$ cat src/hw/rtl/epcal_pkg.sv
// constants and month tables for the epoch seconds to calendar converter
// no dependencies; used by epoch_seconds_to_calendar

package epcal_pkg;

   // pipeline depth, input register to output register
   localparam int unsigned NUM_STAGES = 10;

   // reset value of the zone offset register
   localparam logic signed [16:0] ZONE_RESET = 17'sd28800;

   // time constants
   localparam int unsigned DAY_SECS  = 86400;
   localparam int unsigned HOUR_SECS = 3600;
   localparam int unsigned MIN_SECS  = 60;
   localparam int unsigned WEEK_DAYS = 7;
   localparam int unsigned CYC_DAYS  = 1461;   // days in a four-year cycle
   localparam int unsigned YEAR_DAYS = 365;
   localparam int unsigned YEAR_BASE = 1970;
   localparam int unsigned WEEK_BIAS = 4;      // 1970-01-01 was a thursday

   // reciprocals, floor(2^shift / divisor); estimate is low by at most one
   localparam int unsigned DAY_RECIP = 6362914;  // 2^32 / 675, input pre-shifted by 7
   localparam int unsigned CYC_RECIP = 11483;    // 2^24 / 1461
   localparam int unsigned WK_RECIP  = 149796;   // 2^20 / 7
   localparam int unsigned HR_RECIP  = 291;      // 2^20 / 3600
   localparam int unsigned MIN_RECIP = 1092;     // 2^16 / 60

   // first day of year (0 based) of each month, index 0 is january
   function automatic logic [8:0] month_start(input logic leap, input logic [3:0] idx);
      logic [8:0] base;
      logic [8:0] bump;
      begin
         bump = (leap && idx >= 4'd2) ? 9'd1 : 9'd0;
         case (idx)
            4'd0:    base = 9'd0;
            4'd1:    base = 9'd31;
            4'd2:    base = 9'd59;
            4'd3:    base = 9'd90;
            4'd4:    base = 9'd120;
            4'd5:    base = 9'd151;
            4'd6:    base = 9'd181;
            4'd7:    base = 9'd212;
            4'd8:    base = 9'd243;
            4'd9:    base = 9'd273;
            4'd10:   base = 9'd304;
            4'd11:   base = 9'd334;
            default: base = 9'd0;
         endcase
         return base + bump;
      end
   endfunction

endpackage

$ cat src/hw/rtl/epoch_seconds_to_calendar.sv
// epoch seconds to calendar date and time, ten-stage pipeline
// depends on epcal_pkg for constants and month tables
//
// Usage:
//   req_valid/req_ready carry one request: a 32-bit count of seconds since
//   1970-01-01. rsp_valid/rsp_ready return year, month, day of month,
//   week day, hour, minute and second for that request, in order.
//   csr_valid/csr_ready write the signed 17-bit zone offset, added to the
//   count before conversion with the sum wrapping at 2^32. csr_ready is
//   always high; write only while no request is in flight.
// Flow: an accepted request moves through the stage 1 to stage 10 registers
//   in order, and rsp_valid is the stage 10 valid bit. Throughput: one request
//   per cycle while rsp_ready is high, through ten register stages.
// Reset: synchronous; clears all stage valid bits and loads the zone
//   offset with 28800.
// Stall: with rsp_ready low each stage still fills while the stage after
//   it is empty, so up to ten requests are taken before req_ready drops.

module epoch_seconds_to_calendar (
   input  logic               clock,
   input  logic               reset,
   input  logic               csr_valid,
   output logic               csr_ready,
   input  logic signed [16:0] csr_zone_offset_seconds,
   input  logic               req_valid,
   output logic               req_ready,
   input  logic [31:0]        req_epoch_seconds,
   output logic               rsp_valid,
   input  logic               rsp_ready,
   output logic [11:0]        rsp_year,
   output logic [3:0]         rsp_month,
   output logic [4:0]         rsp_day_of_month,
   output logic [2:0]         rsp_week_day,
   output logic [4:0]         rsp_hour,
   output logic [5:0]         rsp_minute,
   output logic [5:0]         rsp_second
);

   localparam int unsigned NS = epcal_pkg::NUM_STAGES;

   // zone offset register
   logic signed [16:0] zone_ff;

   assign csr_ready = 1'b1;

   always_ff @(posedge clock) begin
      if (reset) begin
         zone_ff <= epcal_pkg::ZONE_RESET;
      end else if (csr_valid) begin
         zone_ff <= csr_zone_offset_seconds;
      end
   end

   // stage valid bits and advance chain
   logic [NS:1] vld_ff;
   logic [NS:1] vld_in;
   logic [NS:1] go;

   always_comb begin
      go[NS] = !vld_ff[NS] || rsp_ready;
      for (int k = NS - 1; k >= 1; k--) begin
         go[k] = !vld_ff[k] || go[k + 1];
      end
      vld_in[1] = req_valid;
      for (int k = 2; k <= NS; k++) begin
         vld_in[k] = vld_ff[k - 1];
      end
   end

   always_ff @(posedge clock) begin
      if (reset) begin
         vld_ff <= '0;
      end else begin
         for (int k = 1; k <= NS; k++) begin
            if (go[k]) vld_ff[k] <= vld_in[k];
         end
      end
   end

   assign req_ready = go[1];
   assign rsp_valid = vld_ff[NS];

   // stage 1: add zone offset, wraps modulo 2^32
   logic [31:0] t1_ff, t1_in;

   assign t1_in = req_epoch_seconds + 32'(zone_ff);

   always_ff @(posedge clock) begin
      if (go[1]) t1_ff <= t1_in;
   end

   // stage 2: estimate day count from reciprocal
   logic [31:0] t2_ff;
   logic [15:0] d2_ff, d2_in;
   logic [47:0] day_prod;

   assign day_prod = 48'(t1_ff[31:7]) * 48'(epcal_pkg::DAY_RECIP);
   assign d2_in    = day_prod[47:32];

   always_ff @(posedge clock) begin
      if (go[2]) begin
         t2_ff <= t1_ff;
         d2_ff <= d2_in;
      end
   end

   // stage 3: remainder against estimated day count
   logic [15:0] d3_ff;
   logic [17:0] r3_ff, r3_in;
   logic [31:0] day_base;

   assign day_base = 32'(d2_ff) * 32'(epcal_pkg::DAY_SECS);
   assign r3_in    = 18'(t2_ff - day_base);

   always_ff @(posedge clock) begin
      if (go[3]) begin
         d3_ff <= d2_ff;
         r3_ff <= r3_in;
      end
   end

   // stage 4: correct day count, split seconds of day
   logic [15:0] days4_ff, days4_in;
   logic [16:0] dw4_ff, dw4_in;
   logic [16:0] sod4_ff, sod4_in;
   logic        day_wrap;

   assign day_wrap = r3_ff >= 18'(epcal_pkg::DAY_SECS);
   assign days4_in = d3_ff + 16'(day_wrap);
   assign dw4_in   = 17'(days4_in) + 17'(epcal_pkg::WEEK_BIAS);
   assign sod4_in  = day_wrap ? 17'(r3_ff - 18'(epcal_pkg::DAY_SECS)) : r3_ff[16:0];

   always_ff @(posedge clock) begin
      if (go[4]) begin
         days4_ff <= days4_in;
         dw4_ff   <= dw4_in;
         sod4_ff  <= sod4_in;
      end
   end

   // stage 5: quotient estimates for cycle, week and hour
   logic [15:0] days5_ff;
   logic [16:0] dw5_ff;
   logic [16:0] sod5_ff;
   logic [5:0]  cyc5_ff, cyc5_in;
   logic [12:0] wk5_ff, wk5_in;
   logic [5:0]  hr5_ff, hr5_in;
   logic [29:0] cyc_prod;
   logic [34:0] wk_prod;
   logic [25:0] hr_prod;

   assign cyc_prod = 30'(days4_ff) * 30'(epcal_pkg::CYC_RECIP);
   assign wk_prod  = 35'(dw4_ff) * 35'(epcal_pkg::WK_RECIP);
   assign hr_prod  = 26'(sod4_ff) * 26'(epcal_pkg::HR_RECIP);
   assign cyc5_in  = cyc_prod[29:24];
   assign wk5_in   = wk_prod[32:20];
   assign hr5_in   = hr_prod[25:20];

   always_ff @(posedge clock) begin
      if (go[5]) begin
         days5_ff <= days4_ff;
         dw5_ff   <= dw4_ff;
         sod5_ff  <= sod4_ff;
         cyc5_ff  <= cyc5_in;
         wk5_ff   <= wk5_in;
         hr5_ff   <= hr5_in;
      end
   end

   // stage 6: remainders against the estimates
   logic [5:0]  cyc6_ff;
   logic [5:0]  hr6_ff;
   logic [11:0] dic6_ff, dic6_in;
   logic [3:0]  wkr6_ff, wkr6_in;
   logic [12:0] hrr6_ff, hrr6_in;

   assign dic6_in = 12'(days5_ff - 16'(cyc5_ff) * 16'(epcal_pkg::CYC_DAYS));
   assign wkr6_in = 4'(dw5_ff - 17'(wk5_ff) * 17'(epcal_pkg::WEEK_DAYS));
   assign hrr6_in = 13'(sod5_ff - 17'(hr5_ff) * 17'(epcal_pkg::HOUR_SECS));

   always_ff @(posedge clock) begin
      if (go[6]) begin
         cyc6_ff <= cyc5_ff;
         hr6_ff  <= hr5_ff;
         dic6_ff <= dic6_in;
         wkr6_ff <= wkr6_in;
         hrr6_ff <= hrr6_in;
      end
   end

   // stage 7: one-step corrections
   logic [5:0]  cyc7_ff, cyc7_in;
   logic [10:0] dic7_ff, dic7_in;
   logic [2:0]  wk7_ff, wk7_in;
   logic [4:0]  hour7_ff, hour7_in;
   logic [11:0] soh7_ff, soh7_in;
   logic        cyc_fix, wk_fix, hr_fix;

   assign cyc_fix  = dic6_ff >= 12'(epcal_pkg::CYC_DAYS);
   assign wk_fix   = wkr6_ff >= 4'(epcal_pkg::WEEK_DAYS);
   assign hr_fix   = hrr6_ff >= 13'(epcal_pkg::HOUR_SECS);
   assign cyc7_in  = cyc6_ff + 6'(cyc_fix);
   assign dic7_in  = cyc_fix ? 11'(dic6_ff - 12'(epcal_pkg::CYC_DAYS)) : dic6_ff[10:0];
   assign wk7_in   = wk_fix ? 3'(wkr6_ff - 4'(epcal_pkg::WEEK_DAYS)) : wkr6_ff[2:0];
   assign hour7_in = 5'(hr6_ff + 6'(hr_fix));
   assign soh7_in  = hr_fix ? 12'(hrr6_ff - 13'(epcal_pkg::HOUR_SECS)) : hrr6_ff[11:0];

   always_ff @(posedge clock) begin
      if (go[7]) begin
         cyc7_ff  <= cyc7_in;
         dic7_ff  <= dic7_in;
         wk7_ff   <= wk7_in;
         hour7_ff <= hour7_in;
         soh7_ff  <= soh7_in;
      end
   end

   // stage 8: year within cycle, minute estimate
   logic [11:0] year8_ff, year8_in;
   logic [8:0]  yday8_ff, yday8_in;
   logic        leap8_ff, leap8_in;
   logic [2:0]  wk8_ff;
   logic [4:0]  hour8_ff;
   logic [11:0] soh8_ff;
   logic [5:0]  min8_ff, min8_in;
   logic [1:0]  yoff;
   logic [22:0] min_prod;

   always_comb begin
      if (dic7_ff < 11'(epcal_pkg::YEAR_DAYS)) begin
         yoff     = 2'd0;
         leap8_in = 1'b0;
         yday8_in = dic7_ff[8:0];
      end else if (dic7_ff < 11'(2 * epcal_pkg::YEAR_DAYS)) begin
         yoff     = 2'd1;
         leap8_in = 1'b0;
         yday8_in = 9'(dic7_ff - 11'(epcal_pkg::YEAR_DAYS));
      end else if (dic7_ff < 11'(3 * epcal_pkg::YEAR_DAYS + 1)) begin
         yoff     = 2'd2;
         leap8_in = 1'b1;
         yday8_in = 9'(dic7_ff - 11'(2 * epcal_pkg::YEAR_DAYS));
      end else begin
         yoff     = 2'd3;
         leap8_in = 1'b0;
         yday8_in = 9'(dic7_ff - 11'(3 * epcal_pkg::YEAR_DAYS + 1));
      end
   end

   assign year8_in = 12'(epcal_pkg::YEAR_BASE) + 12'({cyc7_ff, 2'b00}) + 12'(yoff);
   assign min_prod = 23'(soh7_ff) * 23'(epcal_pkg::MIN_RECIP);
   assign min8_in  = min_prod[21:16];

   always_ff @(posedge clock) begin
      if (go[8]) begin
         year8_ff <= year8_in;
         yday8_ff <= yday8_in;
         leap8_ff <= leap8_in;
         wk8_ff   <= wk7_ff;
         hour8_ff <= hour7_ff;
         soh8_ff  <= soh7_ff;
         min8_ff  <= min8_in;
      end
   end

   // stage 9: month search, minute remainder
   logic [11:0] year9_ff;
   logic [8:0]  yday9_ff;
   logic        leap9_ff;
   logic [2:0]  wk9_ff;
   logic [4:0]  hour9_ff;
   logic [5:0]  min9_ff;
   logic [3:0]  month9_ff, month9_in;
   logic [6:0]  minr9_ff, minr9_in;

   always_comb begin
      month9_in = 4'd1;
      for (int m = 1; m < 12; m++) begin
         if (epcal_pkg::month_start(leap8_ff, 4'(m)) <= yday8_ff) begin
            month9_in = month9_in + 4'd1;
         end
      end
   end

   assign minr9_in = 7'(soh8_ff - 12'(min8_ff) * 12'(epcal_pkg::MIN_SECS));

   always_ff @(posedge clock) begin
      if (go[9]) begin
         year9_ff  <= year8_ff;
         yday9_ff  <= yday8_ff;
         leap9_ff  <= leap8_ff;
         wk9_ff    <= wk8_ff;
         hour9_ff  <= hour8_ff;
         min9_ff   <= min8_ff;
         month9_ff <= month9_in;
         minr9_ff  <= minr9_in;
      end
   end

   // stage 10: day of month, minute correction, output register
   logic [11:0] year_ff;
   logic [3:0]  month_ff;
   logic [4:0]  dom_ff, dom_in;
   logic [2:0]  wk_ff;
   logic [4:0]  hour_ff;
   logic [5:0]  minute_ff, minute_in;
   logic [5:0]  second_ff, second_in;
   logic        min_fix;

   assign dom_in    = 5'(yday9_ff - epcal_pkg::month_start(leap9_ff, month9_ff - 4'd1) + 9'd1);
   assign min_fix   = minr9_ff >= 7'(epcal_pkg::MIN_SECS);
   assign minute_in = min9_ff + 6'(min_fix);
   assign second_in = min_fix ? 6'(minr9_ff - 7'(epcal_pkg::MIN_SECS)) : minr9_ff[5:0];

   always_ff @(posedge clock) begin
      if (go[10]) begin
         year_ff   <= year9_ff;
         month_ff  <= month9_ff;
         dom_ff    <= dom_in;
         wk_ff     <= wk9_ff;
         hour_ff   <= hour9_ff;
         minute_ff <= minute_in;
         second_ff <= second_in;
      end
   end

   assign rsp_year         = year_ff;
   assign rsp_month        = month_ff;
   assign rsp_day_of_month = dom_ff;
   assign rsp_week_day     = wk_ff;
   assign rsp_hour         = hour_ff;
   assign rsp_minute       = minute_ff;
   assign rsp_second       = second_ff;

endmodule
$ cat config.mk
export PLATFORM = sky130hd
export DESIGN_NAME = epoch_seconds_to_calendar
export DESIGN_NICKNAME = d
export VERILOG_FILES = /design/src/hw/rtl/epcal_pkg.sv /design/src/hw/rtl/epoch_seconds_to_calendar.sv
export SDC_FILE = /design/constraint.sdc
export NUM_CORES = 2
export LEC_CHECK = 0
export BUFFER_PORTS_ARGS = -buffer_cell sky130_fd_sc_hd__buf_2
export CORE_ASPECT_RATIO = 0.6
export CORE_MARGIN = 2
export CORE_UTILIZATION = 66
export DETAILED_ROUTE_END_ITERATION = 16
export PLACE_DENSITY = 0.92
export SKIP_LAST_GASP = 1
export SLEW_MARGIN = 5
export SYNTH_ARGS = -nofsm -noshare
export SYNTH_HDL_FRONTEND = slang
export SYNTH_SLANG_ARGS = --single-unit
$ cat constraint.sdc
create_clock -name clock -period 9.1 [get_ports clock]
set_clock_uncertainty 0.15 [all_clocks]
set_input_delay 0.91 -clock clock [delete_from_list [all_inputs] [get_ports clock]]
set_output_delay 0.91 -clock clock [all_outputs]
set_load 0.02 [all_outputs]
==> metrics <==
initial core utilization 0.665; Routed Antenna Nets 0; DR vias/cell 5.79; core area 57200 um2; H-Tree Depth 2; Slew Limit Headroom 0.313; Ys Warns 0; Tcrit/Tclk final 0.772; Remaining Overflow, GRT 0; initial antenna violation count 0; final setup violation count 0; Final min period 7030 ps; CP dominant cell by count xnor2_1; CP required 9260 ps; synthesized area 38000 um2; top sig layer met4; Pre-antenna DRT Iters 5; Post-synth top flop edfxtp_1; IO Port Bufs 96; Clock Latency Late Sink 590 ps; area of the multi-input gates 23000 um2; TNS Setup 0 ps; nets 4549; synthesized instance count 3306; filler cell count in the final layout 3679; DR WL met3 6800 um; Die Y-Extent 190 um; worst path arrival time 7190 ps; IO Count 98; M1 wire length 34000 um; delay-heaviest family, CP adder cells; Mapped Nets 4424; Die W 314 um; Post-Syn Area per Cell 11.5 um2; routed length per instance 18.9 um; row count 68; DR vias 24500; Async SR Flop Fraction 0; number of library cell types mapped by synthesis 80; final wirelength 80000 um; Clock Sinks 422; dpl cells 4159; gpl congestion 0.955; vias in the first global route 26000; share of cells above drive strength 1 0.0587; hold-fix buffers at CTS 0; leading area contributor after synthesis edfxtp_1; CTS tree done; post-cts resize count 0; final slew viol count 0; RSZ-0062 raised after global routing no; Area growth, synth to finish 7.08%; HPWL after DPL 62700 um; clock-pin slew on the worst setup and hold paths 70 ps; Die Area 59600 um2; Synth Register Bits 422; largest net degree at the start of global routing 49; first-pass GRT wire length 132000 um; status complete, no violations; Slowest Stage Delay on Critical Path 640 ps; worst-path maximum fanout 6; register area share after synthesis 0.326; top achievable clock speed 142 MHz; Critical Path Slowest Stage Cell fa_1; post-synth top area share 0.312; Crit Path Category reg2reg; top cells by area, synth edfxtp_1 31%, ha_1 25%, fa_1 17%; CTS max path bufs 3; # diodes 0; Non-Filler Instances 4229; DR iter-0 viols 2002; postcts setup bufs 0; Critical Path Source Type flip-flop; Post-synth EDFFs 395; Tot GR Track Use 0.279; met2 wire length 37000 um; critical path endpoint category flip-flop; DR DRC count 0; endpoints failing hold 0; Buf/Inv on CP 3; cts bufs inserted 40; register area 12400 um2; Hold Path Class reg2reg; Final Util 0.712; clock root cell clkbuf_16; worst slew pin tran 1030 ps; max-cap violation count 0
-- final timing paths --
path             endpoint   startpoint  depth (start not counted)  slack [ps]
min             d3_ff[12]    d2_ff[12]                          0         260
min reg2reg     d3_ff[12]    d2_ff[12]                          0         260
max          month9_ff[3]  yday8_ff[1]                         29        2070
max reg2reg  month9_ff[3]  yday8_ff[1]                         29        2070
-- flip-flops by register name, summed over array words and instances (netlist names), 7 cells and up --
| name | count |
|---|---|
| minr9_ff | 7 |
| d3_ff | 16 |
| year9_ff | 12 |
| dic6_ff | 12 |
| vld_ff | 10 |
| days5_ff | 12 |
| r3_ff | 18 |
| t2_ff | 18 |
| year8_ff | 12 |
| hrr6_ff | 13 |
| soh7_ff | 12 |
| dic7_ff | 11 |
| yday8_ff | 9 |
| soh8_ff | 7 |
| days4_ff | 16 |
| rsp_year | 12 |
| t1_ff | 32 |
| zone_ff | 17 |
| sod4_ff | 17 |
| dw4_ff | 15 |
| d2_ff | 16 |
| sod5_ff | 13 |
-- metrics by stage --
step	area (um2)	hold slack [ps]	worst slack (ps)
after global placement	39400	251	2590
after global routing	40700	273	1670
after floorplan	38000	250	2930
after CTS	40700	262	2170
after detailed placement	39400	255	2250
final	40700	261	2070
-- kinds of logic after synthesis --
| kind of cell | share of synthesized area |
|---|---|
| AOI/OAI and AO/OA | 0.0714 |
| xor gates and xnor gates | 0.0561 |
| adders and majority gates | 0.413 |
| buffers and inverters | 0.0688 |
| DFF | 0.326 |
| muxes | 0.00767 |
| other | 0.0000987 |
| and+or+nand+nor | 0.0570 |
-- cells in the final DEF, fill, tap and decap left out, types with 7 or more instances in the layout --
cell / synthesis / final
a21oi_1: 118 / 118
buf_4: 1 / 9
buf_2: 2 / 96
o21bai_1: 8 / 8
nor4_1: 10 / 10
fa_1: 315 / 315
dfxtp_1: 27 / 27
nor2b_1: 27 / 27
nand3_1: 42 / 41
mux2i_1: 19 / 19
clkinv_1: 0 / 9
nor2_1: 129 / 129
a211oi_1: 17 / 17
edfxtp_1: 395 / 395
o21ai_0: 86 / 86
xnor2_1: 165 / 165
and2_1: 7 / 7
o21a_1: 17 / 17
and3_1: 17 / 17
a21o_1: 64 / 64
nor3_1: 29 / 29
nand2_1: 102 / 101
or3_1: 8 / 8
a211o_1: 8 / 8
ha_1: 749 / 749
clkbuf_16: 0 / 41
nand4_1: 14 / 14
xor2_1: 72 / 72
inv_1: 672 / 671
mux2_2: 9 / 9
a31o_2: 7 / 7
a21boi_0: 14 / 14
o211ai_1: 9 / 9
a31oi_1: 11 / 11
nand2b_1: 30 / 30
-- synthesized netlist by cell type, types with 7 or more instances --
| cell type | count |
|---|---|
| edfxtp_1 | 395 |
| a31o_2 | 7 |
| inv_1 | 672 |
| nand2b_1 | 30 |
| nand2_1 | 102 |
| nand4_1 | 14 |
| and3_1 | 17 |
| dfxtp_1 | 27 |
| a31oi_1 | 11 |
| xor2_1 | 72 |
| nor2b_1 | 27 |
| ha_1 | 749 |
| nor3_1 | 29 |
| a211oi_1 | 17 |
| nand3_1 | 42 |
| nor2_1 | 129 |
| o21ai_0 | 86 |
| a21boi_0 | 14 |
| or3_1 | 8 |
| mux2i_1 | 19 |
| nor4_1 | 10 |
| o21a_1 | 17 |
| a21oi_1 | 118 |
| and2_1 | 7 |
| a211o_1 | 8 |
| mux2_2 | 9 |
| fa_1 | 315 |
| a21o_1 | 64 |
| o21bai_1 | 8 |
| clkbuf_1 | 15 |
| o211ai_1 | 9 |
| xnor2_1 | 165 |
-- metal layers --
layer | global-route usage | up-vias
met3 | 0.0700 | 168
met1 | 0.373 | 11900
met4 | 0.0778 | 0
met5 | 0 | -
li1 | - | 11500
met2 | 0.455 | 948
-- final cells by class --
type,count,area share
Multi-Input combinational cell,2189,0.565
Inverter,673,0.0621
Sequential cell,422,0.305
Tap cell,770,0.0237
Clock inverter,27,0.00557
Clock buffer,43,0.0254
Timing Repair Buffer,105,0.0135
Power is left out: the tool's default activity adds up to more than one toggle a clock period on the data nets, which glitch-free logic cannot reach.
